## src/rtl/circular_byte_fifo_burst_macros.svh

```systemverilog
// Assertion macros shared by the FIFO RTL.
`ifndef CIRCULAR_BYTE_FIFO_BURST_MACROS_SVH
`define CIRCULAR_BYTE_FIFO_BURST_MACROS_SVH

// Checked only outside reset.
`define CBF_ASSERT(name, prop, msg) \
    name: assert property (@(posedge clk) disable iff (!rst_n) prop) else $error(msg);

// Checked at every edge, reset included.
`define CBF_ASSERT_ALWAYS(name, prop, msg) \
    name: assert property (@(posedge clk) prop) else $error(msg);

`endif

```

## src/rtl/cbf_pkg.sv

```systemverilog
// Shared types and constants of the byte ring FIFO.
package cbf_pkg;

    localparam int BURST_LANES = 8;
    localparam int LANE_W      = 3;
    localparam int CNT_W       = 4;

    localparam logic [1:0] CMD_PUSH   = 2'd0;
    localparam logic [1:0] CMD_POP    = 2'd1;
    localparam logic [1:0] CMD_PEEK   = 2'd2;
    localparam logic [1:0] CMD_STATUS = 2'd3;

    typedef logic [7:0] byte_t;

    // One burst over the lanes: start lane and length.
    typedef struct packed {
        logic              go;
        logic [LANE_W-1:0] base;
        logic [CNT_W-1:0]  count;
    } burst_t;

    typedef struct packed {
        burst_t wr;
        burst_t rd;
    } lane_ctrl_t;

endpackage

```

## src/rtl/cbf_lane.sv

```systemverilog
// One storage lane: a bank holding every eighth byte of the ring.
module cbf_lane #(
    parameter int LANE_ID = 0,
    parameter int ROWS    = 2,
    localparam int ROW_W  = $clog2(ROWS)
) (
    input  logic                clk,
    input  cbf_pkg::lane_ctrl_t ctrl,
    input  logic [ROW_W-1:0]    wr_row,
    input  logic [ROW_W-1:0]    wr_row_inc,
    input  logic [ROW_W-1:0]    rd_row,
    input  logic [ROW_W-1:0]    rd_row_inc,
    input  cbf_pkg::byte_t      push_data [cbf_pkg::BURST_LANES],
    output cbf_pkg::byte_t      rd_data
);

    localparam logic [cbf_pkg::LANE_W-1:0] ID = cbf_pkg::LANE_W'(LANE_ID);

    cbf_pkg::byte_t mem_reg [ROWS];
    cbf_pkg::byte_t rd_data_reg;

    logic [cbf_pkg::LANE_W-1:0] wr_off;
    logic [cbf_pkg::LANE_W-1:0] rd_off;
    logic                       wr_hit;
    logic                       rd_hit;
    logic [ROW_W-1:0]           wr_row_sel;
    logic [ROW_W-1:0]           rd_row_sel;

    // position of this lane inside the burst; lanes before the base sit one row on
    assign wr_off     = ID - ctrl.wr.base;
    assign rd_off     = ID - ctrl.rd.base;
    assign wr_hit     = ctrl.wr.go && (cbf_pkg::CNT_W'(wr_off) < ctrl.wr.count);
    assign rd_hit     = ctrl.rd.go && (cbf_pkg::CNT_W'(rd_off) < ctrl.rd.count);
    assign wr_row_sel = (ID >= ctrl.wr.base) ? wr_row : wr_row_inc;
    assign rd_row_sel = (ID >= ctrl.rd.base) ? rd_row : rd_row_inc;

    always_ff @(posedge clk)
    begin
        if (wr_hit)
        begin
            mem_reg[wr_row_sel] <= push_data[wr_off];
        end
        if (rd_hit)
        begin
            rd_data_reg <= mem_reg[rd_row_sel];
        end
    end

    assign rd_data = rd_data_reg;

endmodule

```

## src/rtl/cbf_merge.sv

```systemverilog
// Merge stage: rotates lane read data into burst order and zeroes unused bytes.
module cbf_merge (
    input  cbf_pkg::burst_t rd,
    input  cbf_pkg::byte_t  lane_data  [cbf_pkg::BURST_LANES],
    output cbf_pkg::byte_t  read_bytes [cbf_pkg::BURST_LANES]
);

    always_comb
    begin
        for (int i = 0; i < cbf_pkg::BURST_LANES; i++)
        begin
            if (rd.go && (cbf_pkg::CNT_W'(i) < rd.count))
            begin
                read_bytes[i] = lane_data[cbf_pkg::LANE_W'(rd.base + cbf_pkg::LANE_W'(i))];
            end
            else
            begin
                read_bytes[i] = '0;
            end
        end
    end

endmodule

```

## src/rtl/circular_byte_fifo_burst.sv

```systemverilog
// Top level of the burst byte ring FIFO.
// Byte ring FIFO taking one request per clock while out_stall is low: push,
// pop, peek or status, each moving 0 to 8 bytes all-or-nothing. A request is
// accepted on the input channel, held in stage 1, then shown on the output
// channel; this rate is sustained, set by the registered read of the lane banks
// feeding a result register. The ring is split over eight lane banks, byte k
// of the stream in bank k mod 8, so a burst touches each bank at most once.
// Occupancy is kept as a counter; the ring length written over the config
// port (clamped to 2..MAX_DEPTH) sets the capacity, which is length minus one.
// A length write empties the FIFO and must be made while no request is in
// flight. Storage needs no clearing pass after reset.
module circular_byte_fifo_burst #(
    parameter int MAX_DEPTH = 256
) (
    input  logic       clk,
    input  logic       rst_n,
    // ring length register
    input  logic       cfg_valid,
    output logic       cfg_ready,
    input  logic [8:0] cfg_data,
    // request channel
    input  logic       in_valid,
    output logic       in_stall,
    input  logic [1:0] command,
    input  logic [3:0] burst_count,
    input  logic [7:0] push_byte_0,
    input  logic [7:0] push_byte_1,
    input  logic [7:0] push_byte_2,
    input  logic [7:0] push_byte_3,
    input  logic [7:0] push_byte_4,
    input  logic [7:0] push_byte_5,
    input  logic [7:0] push_byte_6,
    input  logic [7:0] push_byte_7,
    // result channel
    output logic       out_valid,
    input  logic       out_stall,
    output logic       accepted,
    output logic [7:0] read_byte_0,
    output logic [7:0] read_byte_1,
    output logic [7:0] read_byte_2,
    output logic [7:0] read_byte_3,
    output logic [7:0] read_byte_4,
    output logic [7:0] read_byte_5,
    output logic [7:0] read_byte_6,
    output logic [7:0] read_byte_7,
    output logic [7:0] free_space,
    output logic [7:0] occupancy,
    output logic       empty_flag
);

`include "circular_byte_fifo_burst_macros.svh"

    localparam int LANES     = cbf_pkg::BURST_LANES;
    localparam int LW        = cbf_pkg::LANE_W;
    localparam int LEN_W     = $clog2(MAX_DEPTH + 1);
    localparam int ROWS_RAW  = (MAX_DEPTH + LANES - 1) / LANES;
    localparam int ROWS      = (ROWS_RAW < 2) ? 2 : ROWS_RAW;
    localparam int ROW_W     = $clog2(ROWS);
    localparam int PHYS      = ROWS * LANES;
    localparam int PHYS_W    = ROW_W + LW;
    localparam int RESET_LEN = (MAX_DEPTH < 256) ? MAX_DEPTH : 256;

    // ---------------------------------------------------------------
    // State
    // ---------------------------------------------------------------
    logic [LEN_W-1:0]  len_reg;
    logic [LEN_W-1:0]  occ_reg;
    logic [PHYS_W-1:0] wphys_reg;
    logic [PHYS_W-1:0] rphys_reg;

    // stage 1: request done, bank reads in flight
    logic              s1_valid_reg;
    logic              s1_acc_reg;
    cbf_pkg::burst_t   s1_rd_reg;
    logic [7:0]        s1_free_reg;
    logic [7:0]        s1_occ_reg;
    logic              s1_empty_reg;

    // result register
    logic              out_valid_reg;
    logic              acc_out_reg;
    cbf_pkg::byte_t    rbyte_reg [LANES];
    logic [7:0]        free_out_reg;
    logic [7:0]        occ_out_reg;
    logic              empty_out_reg;

    // ---------------------------------------------------------------
    // Handshakes
    // ---------------------------------------------------------------
    logic cfg_take;
    logic in_take;
    logic s1_move;

    assign cfg_ready = 1'b1;
    assign cfg_take  = cfg_valid && cfg_ready;
    assign s1_move   = s1_valid_reg && (!out_valid_reg || !out_stall);
    assign in_stall  = s1_valid_reg && !s1_move;
    assign in_take   = in_valid && !in_stall;

    // ---------------------------------------------------------------
    // Ring length clamp
    // ---------------------------------------------------------------
    logic [LEN_W-1:0] len_clamped;

    always_comb
    begin
        if (32'(cfg_data) > MAX_DEPTH)
        begin
            len_clamped = LEN_W'(MAX_DEPTH);
        end
        else if (cfg_data < 9'd2)
        begin
            len_clamped = LEN_W'(2);
        end
        else
        begin
            len_clamped = LEN_W'(cfg_data);
        end
    end

    // ---------------------------------------------------------------
    // Request decision
    // ---------------------------------------------------------------
    logic [LEN_W-1:0] room_now;
    logic             cnt_ok;
    logic             is_push;
    logic             is_read;
    logic             acc_now;
    logic [LEN_W-1:0] occ_after;
    logic [LEN_W-1:0] free_after;

    assign room_now = len_reg - LEN_W'(1) - occ_reg;
    assign cnt_ok   = (burst_count <= cbf_pkg::CNT_W'(LANES));

    always_comb
    begin
        is_push = 1'b0;
        is_read = 1'b0;
        acc_now = 1'b1;
        unique case (command) inside
            cbf_pkg::CMD_PUSH:
            begin
                is_push = 1'b1;
                acc_now = cnt_ok && (32'(burst_count) <= 32'(room_now));
            end
            cbf_pkg::CMD_POP, cbf_pkg::CMD_PEEK:
            begin
                is_read = 1'b1;
                acc_now = cnt_ok && (32'(burst_count) <= 32'(occ_reg));
            end
            cbf_pkg::CMD_STATUS:
            begin
                acc_now = 1'b1;
            end
        endcase
    end

    // occupancy as it stands once this request is carried out
    always_comb
    begin
        occ_after = occ_reg;
        if (acc_now && is_push)
        begin
            occ_after = occ_reg + LEN_W'(burst_count);
        end
        else if (acc_now && (command == cbf_pkg::CMD_POP))
        begin
            occ_after = occ_reg - LEN_W'(burst_count);
        end
    end

    assign free_after = len_reg - LEN_W'(1) - occ_after;

    // ---------------------------------------------------------------
    // Bank pointers: wrap at the bank ring size, not the ring length
    // ---------------------------------------------------------------
    logic [PHYS_W:0]   wsum;
    logic [PHYS_W:0]   rsum;
    logic [PHYS_W-1:0] wphys_adv;
    logic [PHYS_W-1:0] rphys_adv;
    logic [ROW_W-1:0]  wrow;
    logic [ROW_W-1:0]  rrow;
    logic [ROW_W-1:0]  wrow_inc;
    logic [ROW_W-1:0]  rrow_inc;

    assign wsum      = {1'b0, wphys_reg} + (PHYS_W + 1)'(burst_count);
    assign rsum      = {1'b0, rphys_reg} + (PHYS_W + 1)'(burst_count);
    assign wphys_adv = (wsum >= (PHYS_W + 1)'(PHYS)) ?
                       PHYS_W'(wsum - (PHYS_W + 1)'(PHYS)) : PHYS_W'(wsum);
    assign rphys_adv = (rsum >= (PHYS_W + 1)'(PHYS)) ?
                       PHYS_W'(rsum - (PHYS_W + 1)'(PHYS)) : PHYS_W'(rsum);
    assign wrow      = wphys_reg[PHYS_W-1:LW];
    assign rrow      = rphys_reg[PHYS_W-1:LW];
    assign wrow_inc  = (wrow == ROW_W'(ROWS - 1)) ? '0 : wrow + 1'b1;
    assign rrow_inc  = (rrow == ROW_W'(ROWS - 1)) ? '0 : rrow + 1'b1;

    // ---------------------------------------------------------------
    // Lanes
    // ---------------------------------------------------------------
    cbf_pkg::lane_ctrl_t lane_ctrl;
    cbf_pkg::byte_t      push_data [LANES];
    cbf_pkg::byte_t      lane_data [LANES];

    assign push_data[0] = push_byte_0;
    assign push_data[1] = push_byte_1;
    assign push_data[2] = push_byte_2;
    assign push_data[3] = push_byte_3;
    assign push_data[4] = push_byte_4;
    assign push_data[5] = push_byte_5;
    assign push_data[6] = push_byte_6;
    assign push_data[7] = push_byte_7;

    always_comb
    begin
        lane_ctrl.wr.go    = in_take && !cfg_take && acc_now && is_push;
        lane_ctrl.wr.base  = wphys_reg[LW-1:0];
        lane_ctrl.wr.count = burst_count;
        lane_ctrl.rd.go    = in_take && !cfg_take && acc_now && is_read;
        lane_ctrl.rd.base  = rphys_reg[LW-1:0];
        lane_ctrl.rd.count = burst_count;
    end

    for (genvar g = 0; g < LANES; g++)
    begin : g_lane
        cbf_lane #(
            .LANE_ID (g),
            .ROWS    (ROWS)
        ) u_lane (
            .clk        (clk),
            .ctrl       (lane_ctrl),
            .wr_row     (wrow),
            .wr_row_inc (wrow_inc),
            .rd_row     (rrow),
            .rd_row_inc (rrow_inc),
            .push_data  (push_data),
            .rd_data    (lane_data[g])
        );
    end

    // ---------------------------------------------------------------
    // Control registers
    // ---------------------------------------------------------------
    always_ff @(posedge clk or negedge rst_n)
    begin
        if (!rst_n)
        begin
            len_reg   <= LEN_W'(RESET_LEN);
            occ_reg   <= '0;
            wphys_reg <= '0;
            rphys_reg <= '0;
        end
        else if (cfg_take)
        begin
            // a new length empties the ring
            len_reg   <= len_clamped;
            occ_reg   <= '0;
            wphys_reg <= '0;
            rphys_reg <= '0;
        end
        else if (in_take && acc_now)
        begin
            occ_reg <= occ_after;
            if (is_push)
            begin
                wphys_reg <= wphys_adv;
            end
            if (command == cbf_pkg::CMD_POP)
            begin
                rphys_reg <= rphys_adv;
            end
        end
    end

    // stage 1 and result valid
    always_ff @(posedge clk or negedge rst_n)
    begin
        if (!rst_n)
        begin
            s1_valid_reg  <= 1'b0;
            out_valid_reg <= 1'b0;
        end
        else
        begin
            if (in_take)
            begin
                s1_valid_reg <= 1'b1;
            end
            else if (s1_move)
            begin
                s1_valid_reg <= 1'b0;
            end

            if (s1_move)
            begin
                out_valid_reg <= 1'b1;
            end
            else if (!out_stall)
            begin
                out_valid_reg <= 1'b0;
            end
        end
    end

    // ---------------------------------------------------------------
    // Payload registers
    // ---------------------------------------------------------------
    cbf_pkg::byte_t read_bytes [LANES];

    cbf_merge u_merge (
        .rd         (s1_rd_reg),
        .lane_data  (lane_data),
        .read_bytes (read_bytes)
    );

    always_ff @(posedge clk)
    begin
        if (in_take)
        begin
            s1_acc_reg   <= acc_now;
            s1_rd_reg    <= lane_ctrl.rd;
            s1_free_reg  <= 8'(free_after);
            s1_occ_reg   <= 8'(occ_after);
            s1_empty_reg <= (occ_after == '0);
        end
        if (s1_move)
        begin
            acc_out_reg   <= s1_acc_reg;
            rbyte_reg     <= read_bytes;
            free_out_reg  <= s1_free_reg;
            occ_out_reg   <= s1_occ_reg;
            empty_out_reg <= s1_empty_reg;
        end
    end

    assign out_valid   = out_valid_reg;
    assign accepted    = acc_out_reg;
    assign read_byte_0 = rbyte_reg[0];
    assign read_byte_1 = rbyte_reg[1];
    assign read_byte_2 = rbyte_reg[2];
    assign read_byte_3 = rbyte_reg[3];
    assign read_byte_4 = rbyte_reg[4];
    assign read_byte_5 = rbyte_reg[5];
    assign read_byte_6 = rbyte_reg[6];
    assign read_byte_7 = rbyte_reg[7];
    assign free_space  = free_out_reg;
    assign occupancy   = occ_out_reg;
    assign empty_flag  = empty_out_reg;

    // ---------------------------------------------------------------
    // Assertions
    // ---------------------------------------------------------------
    logic [PHYS_W-1:0] ptr_gap;

    // distance from read to write pointer around the bank ring
    assign ptr_gap = (wphys_reg >= rphys_reg) ? (wphys_reg - rphys_reg) :
                     PHYS_W'({1'b0, wphys_reg} + (PHYS_W + 1)'(PHYS) - {1'b0, rphys_reg});

    `CBF_ASSERT(a_occ_below_len, occ_reg < len_reg, "occupancy reached ring length")
    `CBF_ASSERT(a_gap_matches_occ, 32'(ptr_gap) == 32'(occ_reg), "bank pointer gap differs from occupancy")
    `CBF_ASSERT(a_refused_holds, in_take && !cfg_take && !acc_now |=> occ_reg == $past(occ_reg), "refused request moved occupancy")
    `CBF_ASSERT(a_cfg_clears, cfg_take |=> occ_reg == '0 && wphys_reg == rphys_reg, "length write did not empty ring")
    `CBF_ASSERT_ALWAYS(a_drain, out_valid_reg && !out_stall && !s1_valid_reg |=> !out_valid_reg, "result shown twice")

endmodule
```

## config.mk

```make
export PLATFORM = sky130hd
export DESIGN_NAME = circular_byte_fifo_burst
export DESIGN_NICKNAME = d
export VERILOG_FILES = /design/src/rtl/cbf_pkg.sv /design/src/rtl/cbf_lane.sv /design/src/rtl/cbf_merge.sv /design/src/rtl/circular_byte_fifo_burst.sv
export VERILOG_INCLUDE_DIRS = /design/src /design/src/rtl
export SDC_FILE = /design/constraint.sdc
export NUM_CORES = 2
export LEC_CHECK = 0
export ABC_CLOCK_PERIOD_IN_PS = 7900
export BUFFER_PORTS_ARGS = -buffer_cell sky130_fd_sc_hd__buf_2
export CORE_UTILIZATION = 42
export CTS_CLUSTER_DIAMETER = 60
export DETAILED_ROUTE_END_ITERATION = 16
export GPL_TIMING_DRIVEN = 0
export PLACE_DENSITY = 0.67
export SYNTH_ARGS = -nofsm -noshare
export SYNTH_HDL_FRONTEND = slang
export SYNTH_SLANG_ARGS = --single-unit
```

## constraint.sdc

```tcl
create_clock -name clk -period 7.9 [get_ports clk]
set_clock_uncertainty 0.2 [all_clocks]
set_input_delay 1.185 -clock clk [delete_from_list [all_inputs] [get_ports clk]]
set_output_delay 1.185 -clock clk [all_outputs]
set_load 0.05 [all_outputs]
```

==> impl_metrics.toml <==
[critical_path]
path_common_cell = "clkbuf_1"
cpPeakStageDelay_ns = 1.04
r2r-start = "rphys_reg[6]"
worstPathMaxFanout = 10
crit_slowest_cell = "o21ai_0"
crit_required_ns = 8.17
worstPathCellList = "clkbuf_1 > clkbuf_1 > buf_1 > and3_1 > ha_1 > nor3_1 > a21oi_1 > clkbuf_1 > buf_1 > mux4_2 > nand2_1 > nand2_1 > o21ai_0 > o21ai_0"
cp-startpoint = "rphys_reg[6]"
end_kind = "flip-flop"
worst-path-buf-inv = 5
critPathKind = "reg2reg"
path_delay_family = "buffers and inverters"
cp-start-kind = "flip-flop"
cp.arrival_ns = 7.65

[drt]
first_iter_violations = 6700
vias = 54000
wl_per_cell_um = 27.9
drt_wl_total_um = 255000
drtPass1Iterations = 9
antenna_left = 0
post_drt_via_cell_ratio = 5.91
drc = 0

[placement]
dpl_cell_area_mm2 = 0.100
dp_hpwl_um = 178000
gp_congestion = 0.999
portBuffers = 166
pre_cts_ws_ns = 0.345

[global_route]
grt_use_total = 0.219
grt_pass1_vias = 52500
grt_pass1_wl_um = 366000
antenna_found_initial = 15
grt_max_degree = 37
grt_overflow = 0

[clock_tree]
root_buffer = "clkbuf_16"
cts_tree = "yes"
clk_latency_ns = 0.86
cts_buffer_depth = 3
cts.sinks = 2256
cts_buffers = 214
cts_setup_buffers = 0
h-tree-depth = 4
clkSlewWorstSetupHoldPaths_ns = 0.07
cts_resized = 0
hold_buffers = 0

[synthesis]
synth_top_family_by_area = "multiplexers"
yosysWarnings = 0
async_flop_share = 0.0160
synthXorXnorAreaFrac = 0.00474
postSynthAreaPerCell_um2 = 17.2
synth_top_area_cell = "edfxtp_1"
seq_area_frac_synth = 0.708
synthMuxAreaShare = 0.156
yosysUniqueCellTypes = 83
synth_area_mm2 = 0.0955
synth_compound_area_frac = 0.0404
synth-edff-count = 2220
ys_ff_latch = 2256
synth_cells = 5547
synth-main-ff-cell = "edfxtp_1"
yosysTopAreaCellShare = 0.698
synthTopCellsByArea = "edfxtp_1, mux4_2, nand2_1, nor2_1, ha_1"
syn_nets = 5726
synth_fa_ha_area_frac = 0.0132
synthSimpleGateAreaFrac = 0.0634

[worst_hold_path]
min_path_type = "reg2reg"
worstHoldStart = "s1_occ_reg[0]"

[sta]
worst_slack_ns = 0.523
tightest_slew_ns = 1.42
drv_slew = 0
setup_violations = 0
fmax_ghz = 0.136
setup_tns_ns = 0
rsz0062_at_grt = "false"
holdWs_ns = 0.217
hold_viol_final = 0
period_minus_slack_ns = 7.38
finalCritPeriodShare = 0.934
max_slew_margin = 0.0253

[job]
timing.max_cap.violations = 0

[die]
coreArea_mm2 = 0.225
rows = 174
io_pins = 169
dieArea_mm2 = 0.229
die_w_um = 479
start_util = 0.424
die_y_um = 479

[pwr]
power_density_mw_per_mm2 = 241
vdd_ir_drop_max_mv = 0.220
power.leakage_uw = 0.0349

[finish]
fin_area_mm2 = 0.107
final_net_count = 6126
largest_reg_flops = 2048
layout_common_cells = "edfxtp_1, nand2_1, mux4_2"
drive_above_1_share = 0.199
area_delta_synth_final_pct = 12.5
fill_cells = 18600
layout_commonest_cell = "edfxtp_1"

[run_status]
status = "finished clean"
-- cell usage after synthesis, types with 5 or more instances --
library cell	count
xnor2_1	34
and2_1	79
o22ai_1	6
clkbuf_1	206
a31oi_1	47
a21oi_1	146
mux4_2	592
nand4_1	6
inv_1	77
nor3_1	27
o211ai_1	51
o21a_1	12
dfrtp_1	35
and2b_1	6
ha_1	88
nor4_1	7
inv_2	5
nand2b_1	8
buf_1	73
mux2_2	77
o21ai_1	6
a211oi_1	92
nor2b_1	36
o21ai_0	138
xor2_1	14
edfxtp_1	2220
nor2_1	499
and3_1	16
a311oi_1	34
a21o_1	25
nand2_1	618
fa_1	7
or3_1	8
nand3_1	111
buf_2	12
mux2i_1	65
-- worst reg2reg max path: stages (launching register included) --
cell      delay, ns
dfrtp_1        0.51
clkbuf_1       0.65
clkbuf_1       0.62
buf_1          0.72
and3_1         0.27
ha_1           0.19
nor3_1         0.07
a21oi_1        0.51
clkbuf_1       0.64
buf_1          0.86
mux4_2         0.39
nand2_1        0.08
nand2_1        0.12
o21ai_0        0.09
o21ai_0        1.04
-- worst paths after layout --
| path | end | cells past startpoint | slack (ns) |
|---|---|---|---|
| max in group asynchronous | wphys_reg[5] | 1 | 6.47 |
| worst min register to register | occupancy[0] | 0 | 0.22 |
| worst max register to register | g_lane[1].u_lane.rd_data[0] | 14 | 0.52 |
| worst max-delay path | g_lane[1].u_lane.rd_data[0] | 14 | 0.52 |
| min in group asynchronous | s1_valid_reg | 1 | 0.31 |
| worst min-delay path | occupancy[0] | 0 | 0.22 |
-- cells by family (layout without fill, tap and decap cells) --
kind of cell	after synthesis	in the layout
XOR/XNOR	50	50
multiplexers	734	734
adder cells (fa/ha/maj)	97	97
buffers and inverters	379	958
AND/OR/NAND/NOR	1434	1434
other	1	9
AO/OA/AOI/OAI	596	596
flip-flops	2256	2256
-- per-stage QoR --
stage	cells	total power [uW]	utilization
4_1_cts	9115	26000	0.477
6_report	9126	25900	0.477
5_1_grt	9118	26600	0.477
3_5_place_dp	8720	15800	0.445
2_1_floorplan	5547	15000	-
3_3_place_gp	8705	15700	0.444
-- layout make-up --
type	count	area [um^2]	area share
repair buffers	184	1060	0.00987
inverters	86	324	0.00302
diodes	8	20.0	0.000186
multi-input cells	2912	26600	0.247
flip-flops and latches	2256	67600	0.629
plain buffers	293	1120	0.0104
clock inverters	133	1430	0.0133
clock buffers	262	5630	0.0524
well taps	2992	3740	0.0348
-- report_power, final --
part / switching, uW / internal (uW) / leakage (uW)
Clock: 4540 / 5840 / 0.00341
Combinational: 1410 / 566 / 0.0110
Sequential: 56.1 / 13500 / 0.0205
Total: 6010 / 19900 / 0.0349
-- per-layer routing --
layer,wire length [um],GRT usage,up-vias
met5,52,0,-
met4,8790,0.0740,6
met3,24800,0.0499,436
met2,119000,0.340,2785
met1,102000,0.305,28000
li1,-,-,22800
(Power assumes the default switching activity.)
